$ cat src/ets_pkg.sv
// ----------------------------------------------------------------------------
// Event timestamp sanitizer package
// Shared constants, register indexes, verdict codes and the flag bundle
// passed from the classifier to the top level.
// ----------------------------------------------------------------------------
`default_nettype none

package ets_pkg;

   localparam int TS_WIDTH_DEFAULT      = 64;
   localparam int PAYLOAD_WIDTH_DEFAULT = 64;

   // Configuration port: 64-bit data, registers on 8-byte boundaries.
   localparam int CSR_DATA_WIDTH = 64;
   localparam int CSR_NUM_REGS   = 4;
   localparam int CSR_INDEX_LSB  = 3;
   localparam int CSR_ADDR_WIDTH = CSR_INDEX_LSB + $clog2(CSR_NUM_REGS);

   typedef enum logic [$clog2(CSR_NUM_REGS)-1:0] {
      REG_TS_MINIMUM    = 2'd0,
      REG_TS_MAXIMUM    = 2'd1,
      REG_JUMP_THRESHOLD = 2'd2,
      REG_SPLIT_MODE    = 2'd3
   } csr_index_type;

   typedef enum logic [1:0] {
      VERDICT_KEPT         = 2'd0,
      VERDICT_OUT_OF_RANGE = 2'd1,
      VERDICT_FORWARD      = 2'd2,
      VERDICT_BACKWARD     = 2'd3
   } verdict_type;

   typedef struct packed {
      verdict_type verdict;
      logic        kept;
      logic        new_segment;
      logic        load_offset;
   } cls_flags_type;

endpackage

`default_nettype wire

$ cat src/ets_req_if.sv
// ----------------------------------------------------------------------------
// Event input channel
// Valid/ready channel carrying one raw event record per beat.
// ----------------------------------------------------------------------------
`default_nettype none

interface ets_req_if #(
   parameter int TS_WIDTH      = ets_pkg::TS_WIDTH_DEFAULT,
   parameter int PAYLOAD_WIDTH = ets_pkg::PAYLOAD_WIDTH_DEFAULT
);
   logic                     valid;
   logic                     ready;
   logic [TS_WIDTH-1:0]      raw_timestamp;
   logic [PAYLOAD_WIDTH-1:0] event_payload;
   logic                     end_of_stream;

   modport source (
      output valid, raw_timestamp, event_payload, end_of_stream,
      input  ready
   );

   modport sink (
      input  valid, raw_timestamp, event_payload, end_of_stream,
      output ready
   );
endinterface

`default_nettype wire

$ cat src/ets_rsp_if.sv
// ----------------------------------------------------------------------------
// Classified event output channel
// Valid/ready channel carrying one classified event record per beat.
// ----------------------------------------------------------------------------
`default_nettype none

interface ets_rsp_if #(
   parameter int TS_WIDTH      = ets_pkg::TS_WIDTH_DEFAULT,
   parameter int PAYLOAD_WIDTH = ets_pkg::PAYLOAD_WIDTH_DEFAULT
);
   logic                     valid;
   logic                     ready;
   logic [TS_WIDTH-1:0]      out_timestamp;
   logic [PAYLOAD_WIDTH-1:0] out_payload;
   ets_pkg::verdict_type     verdict;
   logic                     new_segment;
   logic                     run_last;

   modport source (
      output valid, out_timestamp, out_payload, verdict, new_segment, run_last,
      input  ready
   );

   modport sink (
      input  valid, out_timestamp, out_payload, verdict, new_segment, run_last,
      output ready
   );
endinterface

`default_nettype wire

$ cat src/ets_csr.sv
// ----------------------------------------------------------------------------
// Event timestamp sanitizer configuration registers
// APB-style register file for range limits, jump threshold and split mode.
// ----------------------------------------------------------------------------
`default_nettype none

module ets_csr #(
   parameter int TS_WIDTH = ets_pkg::TS_WIDTH_DEFAULT
) (
   input  logic                               clock,
   input  logic                               reset,
   input  logic                               psel,
   input  logic                               penable,
   input  logic                               pwrite,
   input  logic [ets_pkg::CSR_ADDR_WIDTH-1:0] paddr,
   input  logic [ets_pkg::CSR_DATA_WIDTH-1:0] pwdata,
   output logic [ets_pkg::CSR_DATA_WIDTH-1:0] prdata,
   output logic                               pready,
   output logic [TS_WIDTH-1:0]                ts_minimum,
   output logic [TS_WIDTH-1:0]                ts_maximum,
   output logic                               split_mode,
   output logic                               thr_load,
   output logic [TS_WIDTH-1:0]                thr_value
);
   import ets_pkg::*;

   logic [TS_WIDTH-1:0] ts_minimum_ff;
   logic [TS_WIDTH-1:0] ts_maximum_ff;
   logic [TS_WIDTH-1:0] jump_threshold_ff;
   logic                split_mode_ff;
   csr_index_type       index;
   logic                wr_en;

   assign index  = csr_index_type'(paddr[CSR_ADDR_WIDTH-1:CSR_INDEX_LSB]);
   assign pready = 1'b1;
   assign wr_en  = psel && penable && pwrite;

   // The top level keeps sums that include the threshold, so it is told
   // when the threshold changes and what the new value is.
   assign thr_load  = wr_en && (index == REG_JUMP_THRESHOLD);
   assign thr_value = TS_WIDTH'(pwdata);

   always_ff @(posedge clock) begin
      if (reset) begin
         ts_minimum_ff     <= '0;
         ts_maximum_ff     <= '1;
         jump_threshold_ff <= '0;
         split_mode_ff     <= 1'b0;
      end else if (wr_en) begin
         unique case (index)
            REG_TS_MINIMUM:     ts_minimum_ff     <= TS_WIDTH'(pwdata);
            REG_TS_MAXIMUM:     ts_maximum_ff     <= TS_WIDTH'(pwdata);
            REG_JUMP_THRESHOLD: jump_threshold_ff <= TS_WIDTH'(pwdata);
            REG_SPLIT_MODE:     split_mode_ff     <= pwdata[0];
            default:            ;
         endcase
      end
   end

   always_comb begin
      unique case (index)
         REG_TS_MINIMUM:     prdata = CSR_DATA_WIDTH'(ts_minimum_ff);
         REG_TS_MAXIMUM:     prdata = CSR_DATA_WIDTH'(ts_maximum_ff);
         REG_JUMP_THRESHOLD: prdata = CSR_DATA_WIDTH'(jump_threshold_ff);
         REG_SPLIT_MODE:     prdata = CSR_DATA_WIDTH'(split_mode_ff);
         default:            prdata = '0;
      endcase
   end

   assign ts_minimum = ts_minimum_ff;
   assign ts_maximum = ts_maximum_ff;
   assign split_mode = split_mode_ff;

endmodule

`default_nettype wire

$ cat src/ets_classify.sv
// ----------------------------------------------------------------------------
// Event timestamp classifier
// Judges one event against the last kept timestamp and its lookahead.
// ----------------------------------------------------------------------------
`default_nettype none

module ets_classify #(
   parameter int TS_WIDTH = ets_pkg::TS_WIDTH_DEFAULT
) (
   input  logic [TS_WIDTH-1:0]   cls_ts,
   input  logic [TS_WIDTH-1:0]   cls_nxt,
   input  logic [TS_WIDTH-1:0]   offset,
   input  logic [TS_WIDTH-1:0]   offset_thr,
   input  logic [TS_WIDTH-1:0]   prev_kept,
   input  logic [TS_WIDTH-1:0]   prev_thr,
   input  logic [TS_WIDTH-1:0]   ts_minimum,
   input  logic [TS_WIDTH-1:0]   ts_maximum,
   input  logic                  split_mode,
   output logic [TS_WIDTH-1:0]   cur,
   output logic [TS_WIDTH-1:0]   cur_thr,
   output ets_pkg::cls_flags_type flags
);
   import ets_pkg::*;

   logic [TS_WIDTH-1:0] nxt;
   logic [TS_WIDTH-1:0] nxt_thr;
   logic                out_of_range;
   logic                fwd_isolated;
   logic                bwd_isolated;
   logic                real_jump;

   // The offset plus threshold is held as a precomputed sum, so each jump
   // comparison below sees a single adder; the range check uses none.
   assign cur     = cls_ts + offset;
   assign cur_thr = cls_ts + offset_thr;
   assign nxt     = cls_nxt + offset;
   assign nxt_thr = cls_nxt + offset_thr;

   assign out_of_range = (cls_ts < ts_minimum) || (ts_maximum < cls_ts);
   assign fwd_isolated = (prev_thr < cur) && (nxt < prev_thr);
   assign bwd_isolated = (cur_thr < prev_kept) && (prev_kept < nxt_thr);
   assign real_jump    = (cur_thr < prev_kept) && (nxt_thr < prev_kept);

   always_comb begin
      flags = '0;
      if (out_of_range) begin
         flags.verdict = VERDICT_OUT_OF_RANGE;
      end else if (fwd_isolated) begin
         flags.verdict = VERDICT_FORWARD;
      end else if (bwd_isolated) begin
         flags.verdict = VERDICT_BACKWARD;
      end else begin
         flags.verdict     = VERDICT_KEPT;
         flags.kept        = 1'b1;
         flags.new_segment = real_jump && split_mode;
         flags.load_offset = real_jump && !split_mode;
      end
   end

endmodule

`default_nettype wire

$ cat src/event_timestamp_sanitizer_unit.sv
// ----------------------------------------------------------------------------
// Event timestamp sanitizer
// Classifies detector events by timestamp with one event of lookahead.
// ----------------------------------------------------------------------------
// Each event is held until the next one arrives, then classified and sent
// out with a verdict, its corrected timestamp and its payload; the first
// event of a stream therefore gives no result until the second arrives.
// The block takes one beat per cycle unless the output stalls or a flush
// holds it off. Beats land in an input register; one classification per
// cycle, while the output is not stalled, runs from there to the output
// register. An end-of-stream beat arriving while an event is held gives
// two results in turn; new beats wait in the input register during the
// flush. run_last marks the final result caused by a beat. Configuration
// writes must be made only while no event is held or in flight.
`default_nettype none

module event_timestamp_sanitizer_unit #(
   parameter int TS_WIDTH      = ets_pkg::TS_WIDTH_DEFAULT,
   parameter int PAYLOAD_WIDTH = ets_pkg::PAYLOAD_WIDTH_DEFAULT
) (
   input  logic                               clock,
   input  logic                               reset,
   ets_req_if.sink                            req_bus,
   ets_rsp_if.source                          rsp_bus,
   input  logic                               psel,
   input  logic                               penable,
   input  logic                               pwrite,
   input  logic [ets_pkg::CSR_ADDR_WIDTH-1:0] paddr,
   input  logic [ets_pkg::CSR_DATA_WIDTH-1:0] pwdata,
   output logic [ets_pkg::CSR_DATA_WIDTH-1:0] prdata,
   output logic                               pready
);
   import ets_pkg::*;

   // Configuration
   logic [TS_WIDTH-1:0] ts_minimum;
   logic [TS_WIDTH-1:0] ts_maximum;
   logic                split_mode;
   logic                thr_load;
   logic [TS_WIDTH-1:0] thr_value;

   // Input register
   logic                     stg_valid_ff;
   logic [TS_WIDTH-1:0]      stg_ts_ff;
   logic [PAYLOAD_WIDTH-1:0] stg_pay_ff;
   logic                     stg_eos_ff;

   // Held event; held_flush_ff marks an end-of-stream event that is its own
   // lookahead and is classified on its own in the next free cycle.
   logic                     held_valid_ff;
   logic                     held_flush_ff;
   logic [TS_WIDTH-1:0]      held_ts_ff;
   logic [PAYLOAD_WIDTH-1:0] held_pay_ff;

   // Correction state with the threshold sums kept alongside
   logic [TS_WIDTH-1:0] offset_ff;
   logic [TS_WIDTH-1:0] offset_thr_ff;
   logic [TS_WIDTH-1:0] prev_kept_ff;
   logic [TS_WIDTH-1:0] prev_thr_ff;

   // Output register
   logic                     out_valid_ff;
   logic [TS_WIDTH-1:0]      out_ts_ff;
   logic [PAYLOAD_WIDTH-1:0] out_pay_ff;
   verdict_type              out_verdict_ff;
   logic                     out_seg_ff;
   logic                     out_last_ff;

   logic                     slot_free;
   logic                     flush_mode;
   logic                     fire;
   logic                     stg_take;
   logic                     emit;
   logic                     last;
   logic                     held_valid_in;
   logic                     held_flush_in;
   logic [TS_WIDTH-1:0]      cls_ts;
   logic [PAYLOAD_WIDTH-1:0] cls_pay;
   logic [TS_WIDTH-1:0]      cls_nxt;
   logic [TS_WIDTH-1:0]      cls_cur;
   logic [TS_WIDTH-1:0]      cls_cur_thr;
   cls_flags_type            cls_flags;

   ets_csr #(
      .TS_WIDTH (TS_WIDTH)
   ) u_csr (
      .clock          (clock),
      .reset          (reset),
      .psel           (psel),
      .penable        (penable),
      .pwrite         (pwrite),
      .paddr          (paddr),
      .pwdata         (pwdata),
      .prdata         (prdata),
      .pready         (pready),
      .ts_minimum     (ts_minimum),
      .ts_maximum     (ts_maximum),
      .split_mode     (split_mode),
      .thr_load       (thr_load),
      .thr_value      (thr_value)
   );

   assign slot_free  = !out_valid_ff || rsp_bus.ready;
   assign flush_mode = held_valid_ff && held_flush_ff;
   assign fire       = slot_free && (flush_mode || stg_valid_ff);
   assign stg_take   = fire && !flush_mode;
   assign emit       = fire && (flush_mode || held_valid_ff || stg_eos_ff);
   assign last       = flush_mode || !held_valid_ff || !stg_eos_ff;

   assign req_bus.ready = !stg_valid_ff || stg_take;

   // The held event is classified first; with nothing held, an end-of-stream
   // beat is classified straight from the input register.
   assign cls_ts  = held_valid_ff ? held_ts_ff : stg_ts_ff;
   assign cls_pay = held_valid_ff ? held_pay_ff : stg_pay_ff;
   assign cls_nxt = (held_valid_ff && !held_flush_ff) ? stg_ts_ff : cls_ts;

   ets_classify #(
      .TS_WIDTH (TS_WIDTH)
   ) u_classify (
      .cls_ts     (cls_ts),
      .cls_nxt    (cls_nxt),
      .offset     (offset_ff),
      .offset_thr (offset_thr_ff),
      .prev_kept  (prev_kept_ff),
      .prev_thr   (prev_thr_ff),
      .ts_minimum (ts_minimum),
      .ts_maximum (ts_maximum),
      .split_mode (split_mode),
      .cur        (cls_cur),
      .cur_thr    (cls_cur_thr),
      .flags      (cls_flags)
   );

   assign held_valid_in = flush_mode ? 1'b0 : (held_valid_ff || !stg_eos_ff);
   assign held_flush_in = !flush_mode && held_valid_ff && stg_eos_ff;

   always_ff @(posedge clock) begin
      if (reset) begin
         stg_valid_ff <= 1'b0;
      end else if (req_bus.ready) begin
         stg_valid_ff <= req_bus.valid;
      end
   end

   always_ff @(posedge clock) begin
      if (req_bus.valid && req_bus.ready) begin
         stg_ts_ff  <= req_bus.raw_timestamp;
         stg_pay_ff <= req_bus.event_payload;
         stg_eos_ff <= req_bus.end_of_stream;
      end
   end

   always_ff @(posedge clock) begin
      if (reset) begin
         held_valid_ff <= 1'b0;
         held_flush_ff <= 1'b0;
      end else if (fire) begin
         held_valid_ff <= held_valid_in;
         held_flush_ff <= held_flush_in;
      end
   end

   always_ff @(posedge clock) begin
      if (stg_take) begin
         held_ts_ff  <= stg_ts_ff;
         held_pay_ff <= stg_pay_ff;
      end
   end

   // prev_thr_ff tracks prev_kept_ff + threshold and offset_thr_ff tracks
   // offset_ff + threshold; each is refreshed whenever its own terms change.
   always_ff @(posedge clock) begin
      if (reset) begin
         offset_ff     <= '0;
         offset_thr_ff <= '0;
         prev_kept_ff  <= '0;
         prev_thr_ff   <= '0;
      end else if (thr_load) begin
         offset_thr_ff <= offset_ff + thr_value;
         prev_thr_ff   <= prev_kept_ff + thr_value;
      end else if (emit && cls_flags.kept) begin
         prev_kept_ff <= cls_cur;
         prev_thr_ff  <= cls_cur_thr;
         if (cls_flags.load_offset) begin
            offset_ff     <= prev_kept_ff;
            offset_thr_ff <= prev_thr_ff;
         end
      end
   end

   always_ff @(posedge clock) begin
      if (reset) begin
         out_valid_ff <= 1'b0;
      end else if (slot_free) begin
         out_valid_ff <= emit;
      end
   end

   always_ff @(posedge clock) begin
      if (emit) begin
         out_ts_ff      <= cls_cur;
         out_pay_ff     <= cls_pay;
         out_verdict_ff <= cls_flags.verdict;
         out_seg_ff     <= cls_flags.new_segment;
         out_last_ff    <= last;
      end
   end

   assign rsp_bus.valid         = out_valid_ff;
   assign rsp_bus.out_timestamp = out_ts_ff;
   assign rsp_bus.out_payload   = out_pay_ff;
   assign rsp_bus.verdict       = out_verdict_ff;
   assign rsp_bus.new_segment   = out_seg_ff;
   assign rsp_bus.run_last      = out_last_ff;

   // A pending flush only exists for an event that is actually held.
   a_flush_needs_held: assert property (@(posedge clock) disable iff (reset)
      held_flush_ff |-> held_valid_ff)
      else $error("flush pending without a held event");

   // Classifying the flushed event empties the hold.
   a_flush_empties: assert property (@(posedge clock) disable iff (reset)
      (fire && flush_mode) |=> !held_valid_ff)
      else $error("held event survived its flush");

   // A result that is not the last of its beat always has its partner queued.
   a_partner_queued: assert property (@(posedge clock) disable iff (reset)
      (out_valid_ff && !out_last_ff) |-> held_flush_ff)
      else $error("non-final result without a pending flush");

   // Only kept events may open a new segment.
   a_segment_kept: assert property (@(posedge clock) disable iff (reset)
      (out_valid_ff && out_seg_ff) |-> (out_verdict_ff == VERDICT_KEPT))
      else $error("new segment flagged on a dropped event");

endmodule

`default_nettype wire

$ cat src/flat_wrapper.sv
// flat-port wrapper written by rule: the top's interface ports become plain ports
module event_timestamp_sanitizer_unit_flat import ets_pkg::*;
#(
   parameter int TS_WIDTH      = ets_pkg::TS_WIDTH_DEFAULT,
   parameter int PAYLOAD_WIDTH = ets_pkg::PAYLOAD_WIDTH_DEFAULT
)
  (clock, reset, psel, penable, pwrite, paddr, pwdata, prdata, pready, req_bus_valid, req_bus_raw_timestamp, req_bus_event_payload, req_bus_end_of_stream, req_bus_ready, rsp_bus_valid, rsp_bus_out_timestamp, rsp_bus_out_payload, rsp_bus_verdict, rsp_bus_new_segment, rsp_bus_run_last, rsp_bus_ready);
  ets_req_if #(.TS_WIDTH(TS_WIDTH), .PAYLOAD_WIDTH(PAYLOAD_WIDTH)) req_bus_i ();
  ets_rsp_if #(.TS_WIDTH(TS_WIDTH), .PAYLOAD_WIDTH(PAYLOAD_WIDTH)) rsp_bus_i ();
  input  logic clock;
  input  logic reset;
  input  logic psel;
  input  logic penable;
  input  logic pwrite;
  input  logic [ets_pkg::CSR_ADDR_WIDTH-1:0] paddr;
  input  logic [ets_pkg::CSR_DATA_WIDTH-1:0] pwdata;
  output logic [ets_pkg::CSR_DATA_WIDTH-1:0] prdata;
  output logic pready;
  input wire logic [$bits(req_bus_i.valid)-1:0] req_bus_valid;
  input wire logic [$bits(req_bus_i.raw_timestamp)-1:0] req_bus_raw_timestamp;
  input wire logic [$bits(req_bus_i.event_payload)-1:0] req_bus_event_payload;
  input wire logic [$bits(req_bus_i.end_of_stream)-1:0] req_bus_end_of_stream;
  output wire logic [$bits(req_bus_i.ready)-1:0] req_bus_ready;
  output wire logic [$bits(rsp_bus_i.valid)-1:0] rsp_bus_valid;
  output wire logic [$bits(rsp_bus_i.out_timestamp)-1:0] rsp_bus_out_timestamp;
  output wire logic [$bits(rsp_bus_i.out_payload)-1:0] rsp_bus_out_payload;
  output wire logic [$bits(rsp_bus_i.verdict)-1:0] rsp_bus_verdict;
  output wire logic [$bits(rsp_bus_i.new_segment)-1:0] rsp_bus_new_segment;
  output wire logic [$bits(rsp_bus_i.run_last)-1:0] rsp_bus_run_last;
  input wire logic [$bits(rsp_bus_i.ready)-1:0] rsp_bus_ready;
  assign req_bus_i.valid = req_bus_valid;
  assign req_bus_i.raw_timestamp = req_bus_raw_timestamp;
  assign req_bus_i.event_payload = req_bus_event_payload;
  assign req_bus_i.end_of_stream = req_bus_end_of_stream;
  assign req_bus_ready = req_bus_i.ready;
  assign rsp_bus_valid = rsp_bus_i.valid;
  assign rsp_bus_out_timestamp = rsp_bus_i.out_timestamp;
  assign rsp_bus_out_payload = rsp_bus_i.out_payload;
  assign rsp_bus_verdict = rsp_bus_i.verdict;
  assign rsp_bus_new_segment = rsp_bus_i.new_segment;
  assign rsp_bus_run_last = rsp_bus_i.run_last;
  assign rsp_bus_i.ready = rsp_bus_ready;
  event_timestamp_sanitizer_unit #(.TS_WIDTH(TS_WIDTH), .PAYLOAD_WIDTH(PAYLOAD_WIDTH)) u_core (.clock(clock), .reset(reset), .req_bus(req_bus_i), .rsp_bus(rsp_bus_i), .psel(psel), .penable(penable), .pwrite(pwrite), .paddr(paddr), .pwdata(pwdata), .prdata(prdata), .pready(pready));
endmodule
$ cat config.mk
export PLATFORM = sky130hd
export DESIGN_NAME = event_timestamp_sanitizer_unit_flat
export DESIGN_NICKNAME = d
export VERILOG_FILES = /design/src/ets_pkg.sv /design/src/ets_req_if.sv /design/src/ets_rsp_if.sv /design/src/ets_csr.sv /design/src/ets_classify.sv /design/src/event_timestamp_sanitizer_unit.sv /design/src/flat_wrapper.sv
export SDC_FILE = /design/constraint.sdc
export NUM_CORES = 2
export LEC_CHECK = 0
export ABC_AREA = 1
export BUFFER_PORTS_ARGS = -buffer_cell sky130_fd_sc_hd__buf_2
export CORE_ASPECT_RATIO = 0.5
export CORE_MARGIN = 1.5
export CORE_UTILIZATION = 63
export CTS_CLUSTER_DIAMETER = 40
export DETAILED_ROUTE_END_ITERATION = 7
export PLACE_DENSITY_LB_ADDON = 0.08
export SLEW_MARGIN = 0
export SYNTH_ARGS = -nofsm -noshare
export SYNTH_HDL_FRONTEND = slang
export SYNTH_SLANG_ARGS = --single-unit
$ cat constraint.sdc
create_clock -name clock -period 9.27 [get_ports clock]
set_input_delay 0.4635 -clock clock [delete_from_list [all_inputs] [get_ports clock]]
set_output_delay 0.4635 -clock clock [all_outputs]
set_load 0.01 [all_outputs]
==> metrics.cfg, run 1 <==
[synth]
number_of_enable_flip_flop_cells_after_synthesis=389
post-synth-top-area-cell=edfxtp_1
yosys-top-cells-count=2203 x nand2_1, 1278 x inv_1, 1106 x nor2_1, 1013 x a21oi_1, 833 x o21ai_0
post_synth_instance_area_um2=66970
synthTopCellsByArea=edfxtp_1 17%, ha_1 14%, dfxtp_1 14%
synth_seq_cells=842
synth_net_count=10643
distinct_cell_type_count_after_synthesis=52
syn_inst=9675
ys_seq_area_frac=0.3099
synth.yosys.warnings=0
ys_async_sr_fraction=0
post-synth-top-count-cell=nand2_1
synth_flop_cell=dfxtp_1
syn_area_per_cell_um2=6.921
yosys.area.top_type_share=0.1744

[placement]
place_congestion=1.220
port_buffers=399
post-dp-hpwl_um=242400

[floorplan]
initial_core_util=0.6365
placementRows=84
die_h_um=233.5
pin_count=404
dieWidth_um=464.1

[clock_network]
cts_made_buffers=95
root_buffer_selected_by_cts=clkbuf_16
cts.sink_count=842
post_cts_resize_count=0
cts.htree.levels=3
holdBufCountCts=129
cts.path.max_buffers=3
post_cts.repair.setup_buffers=0

[status]
terminating_stage_of_the_flow=5_1_grt
result_of_the_run=aborted with a tool error
run.stop_error=[ERROR GRT-0232] Routing congestion too high. Check the congestion heatmap in the GUI.

[grt]
grt_max_degree=151
groute.usage.overall=0.7220
grt.overflow.total=192

## metrics by stage
stage                     hold slack (ps)  setup slack, ps  std cells  instance area [µm²]
after CTS                           19.03            650.0      11620                74960
after detailed placement            435.1             1008      11311                70380
after global placement              428.8             1305      11311                70380
after floorplan                     426.8             1320       9675                66970
## logic make-up after synthesis
logic type,synth area share
simple gates,0.2407
compound gates,0.1859
buf+inv,0.08748
flops,0.3099
fa+ha+maj,0.1432
xor+xnor,0.03270
other cells,0.00005600
## routing by layer
| metal | GRT overflow | global-route usage |
|---|---|---|
| met2 | 90 | 0.8348 |
| met1 | 15 | 0.8087 |
| met4 | 69 | 0.5616 |
| met5 | 0 | 0.2772 |
| met3 | 18 | 0.5936 |
==> run 2, diff against run 1 <==
CORE_ASPECT_RATIO = default   (was 0.5)
CORE_UTILIZATION = 40   (was 63)
CTS_CLUSTER_DIAMETER = default   (was 40)
PLACE_DENSITY_LB_ADDON = 0.15   (was 0.08)
==> run 2 against run 1 <==
Net effect:
- the flow now finishes, with violations (capacitance limit, slew limit)
- synthesized cell count did not move
- area after synthesis did not move
==> metrics.cfg, run 2 <==
[setup_path]
critical-path-top-cell-by-count=nand2_1
worstPathArrival_ps=9100
cp-start-kind=flop
ff2ff_path_depth=33
cp_num_cells=33
critical_path.n_buffers_inverters=6
timing.critical_path.slowest_cell_delay_ps=790
worstSetupPathType=reg2reg
critical_path.endpoint_type=flop
critPathRequiredTime_ps=9930
maximum_fanout_encountered_on_the_critical_timing_path=47
path_delay_family=simple AND/OR/NAND/NOR gates
crit_path_top_delay_cell=nor4_1

[floorplan]
placementRows=149
design.die.area_um2=169900
dieWidth_um=412.2
die_h_um=412.2
pin_count=404
initial_core_util=0.4045
core_um2=165500

[sta]
holdWs_ps=58.83
timing_worst_slew_pin_value_ps=1522
report.final.hold_viol_count=0
timing.setup.tns_ps=0
maxClockFrequency_ghz=0.1186
timing.final.setup_violations=0
fin_skew_ps=47.06
final_max_slew_viol_count=5
timing.final.crit_period_ps=8433
grt_setup_unrepaired=false
timing.final.crit_share=0.9097
slew_headroom=-0.01465

[finish]
fillCellCount=17105
seq_area_um2=20750
final_net_count=11160
multi_input_area_um2=40430
final_cell_area_um2=76690
final_common_cell=nand2_1
layout_cells_sized_above_1=0.07198
most-common-layout-cells=2199 x nand2_1, 1275 x inv_1, 1103 x nor2_1
syn2layout_area_growth_pct=14.52

[clock_network]
holdBufCountCts=136
cts.path.max_buffers=3
cts.htree.levels=3
post_cts.repair.setup_buffers=0
post_cts_resize_count=0
cts.sink_count=842
clk_pin_slew_ps=70
root_buffer_selected_by_cts=clkbuf_16
tritoncts=yes
clock_insertion_delay_at_the_later_pin_of_the_skew_report_ps=790
cts_made_buffers=100

[placement]
post-dp-hpwl_um=293500
place_congestion=1.077
port_buffers=399
dpl_cell_area_um2=71870

[route]
route.met2.wl_um=139900
vias=72087
routed_wire_length_per_instance_um=28.23
vias_per_cell=5.777
routed-wl-met3_um=46080
drt_pre_antenna_iters=8
drt_first_iter_violations=9184
detail-route-antenna-nets=0
routed_wirelength_um=352200
highest_layer=met5
wl_met1_um=151300
post-route-drc-count=0

[synth]
post-synth-top-area-cell=edfxtp_1
yosys.area.top_type_share=0.1744
synth_flop_cell=dfxtp_1
synthTopCellsByArea=edfxtp_1 17%, ha_1 14%, dfxtp_1 14%
post_synth_instance_area_um2=66970
ys_async_sr_fraction=0
syn_area_per_cell_um2=6.921
syn_inst=9675
yosys-top-cells-count=2203 x nand2_1, 1278 x inv_1, 1106 x nor2_1, 1013 x a21oi_1, 833 x o21ai_0
synth_net_count=10643
ys_seq_area_frac=0.3099
distinct_cell_type_count_after_synthesis=52
number_of_enable_flip_flop_cells_after_synthesis=389
synth_seq_cells=842
synth.yosys.warnings=0
post-synth-top-count-cell=nand2_1

[hold_path]
worst_hold_path.num_cells=3
timing.hold.worst.class=in2reg

[grt]
grt_pass1_vias=66514
grt_max_degree=109
grt.overflow.total=0
grt_first_pass_wirelength_um=476400
grt_antenna_before_repair=22
groute.usage.overall=0.4004

[pwr]
power_per_cell_area_nw_per_um2=151.2
vdd_drop_max_mv=0.1788
p_leak_nw=34.99

[status]
result_of_the_run=finished, violations left
violations_in_the_final_reports=capacitance limit, slew limit

[run]
max-cap-violations=1

==> run 2: cell counts after synthesis <==
Identical to the previous run, type by type.
==> run 2: final cells by class <==
class                           count  area share
Antenna cell                        9   0.0002937
Clock buffer                      128     0.03643
Clock inverter                     62    0.008256
Inverter                         1288     0.06337
Multi-Input combinational cell   7301      0.5272
Sequential cell                   842      0.2706
Tap cell                         2189     0.03571
Timing Repair Buffer              659     0.05808
==> run 2: kinds of logic (layout without fill, tap and decap cells) <==
group	Yosys count	count (layout)	synth area share
other	1	10	0.00005600
DFF	842	842	0.3099
and+or+nand+nor	3996	3996	0.2407
adders and majority gates	763	763	0.1432
buffers and inverters	1532	2137	0.08748
xor gates and xnor gates	250	250	0.03270
AOI/OAI and AO/OA	2291	2291	0.1859
==> run 2: worst min-delay path: cells and delay by family <==
kind	cells	cell delay (ps)
and+or+nand+nor	2	140
buffers and inverters	1	170
==> run 2: layer usage <==
layer  global-route usage  vias up
met3               0.1344      482
met5             0.009045        -
li1                     -    33414
met2               0.5653     3927
met4               0.1485       12
met1               0.5582    34252
==> run 2: stage by stage <==
step | total power (W) | instances | setup WS [ps] | util
after global routing | 0.01200 | 12470 | 756.7 | 0.4631
after global placement | 0.007187 | 12141 | 853.8 | 0.4341
final | 0.01159 | 12478 | 836.9 | 0.4632
after detailed placement | 0.007245 | 12142 | 1174 | 0.4341
after floorplan | 0.006014 | 9675 | 1320 | -
after CTS | 0.01150 | 12468 | 1137 | 0.4631
==> run 2: power breakdown <==
group | leakage, nW | switching, W | internal, W
Combinational | 26.0 | 0.00221 | 0.000885
Clock | 1.68 | 0.00182 | 0.00242
Sequential | 7.34 | 0.000135 | 0.00413
==> run 2: worst paths after layout <==
| path | start | endpoint | slack [ps] |
|---|---|---|---|
| worst max register to register | u_core.held_valid_ff | u_core.offset_ff[36] | 840 |
| worst min register to register | u_core.stg_pay_ff[1] | u_core.held_pay_ff[1] | 450 |
| worst min-delay path | pwdata[58] | u_core.u_csr.ts_maximum[58] | 60 |
| worst max-delay path | u_core.held_valid_ff | u_core.offset_ff[36] | 840 |
Power figures use the tool's default switching activity.
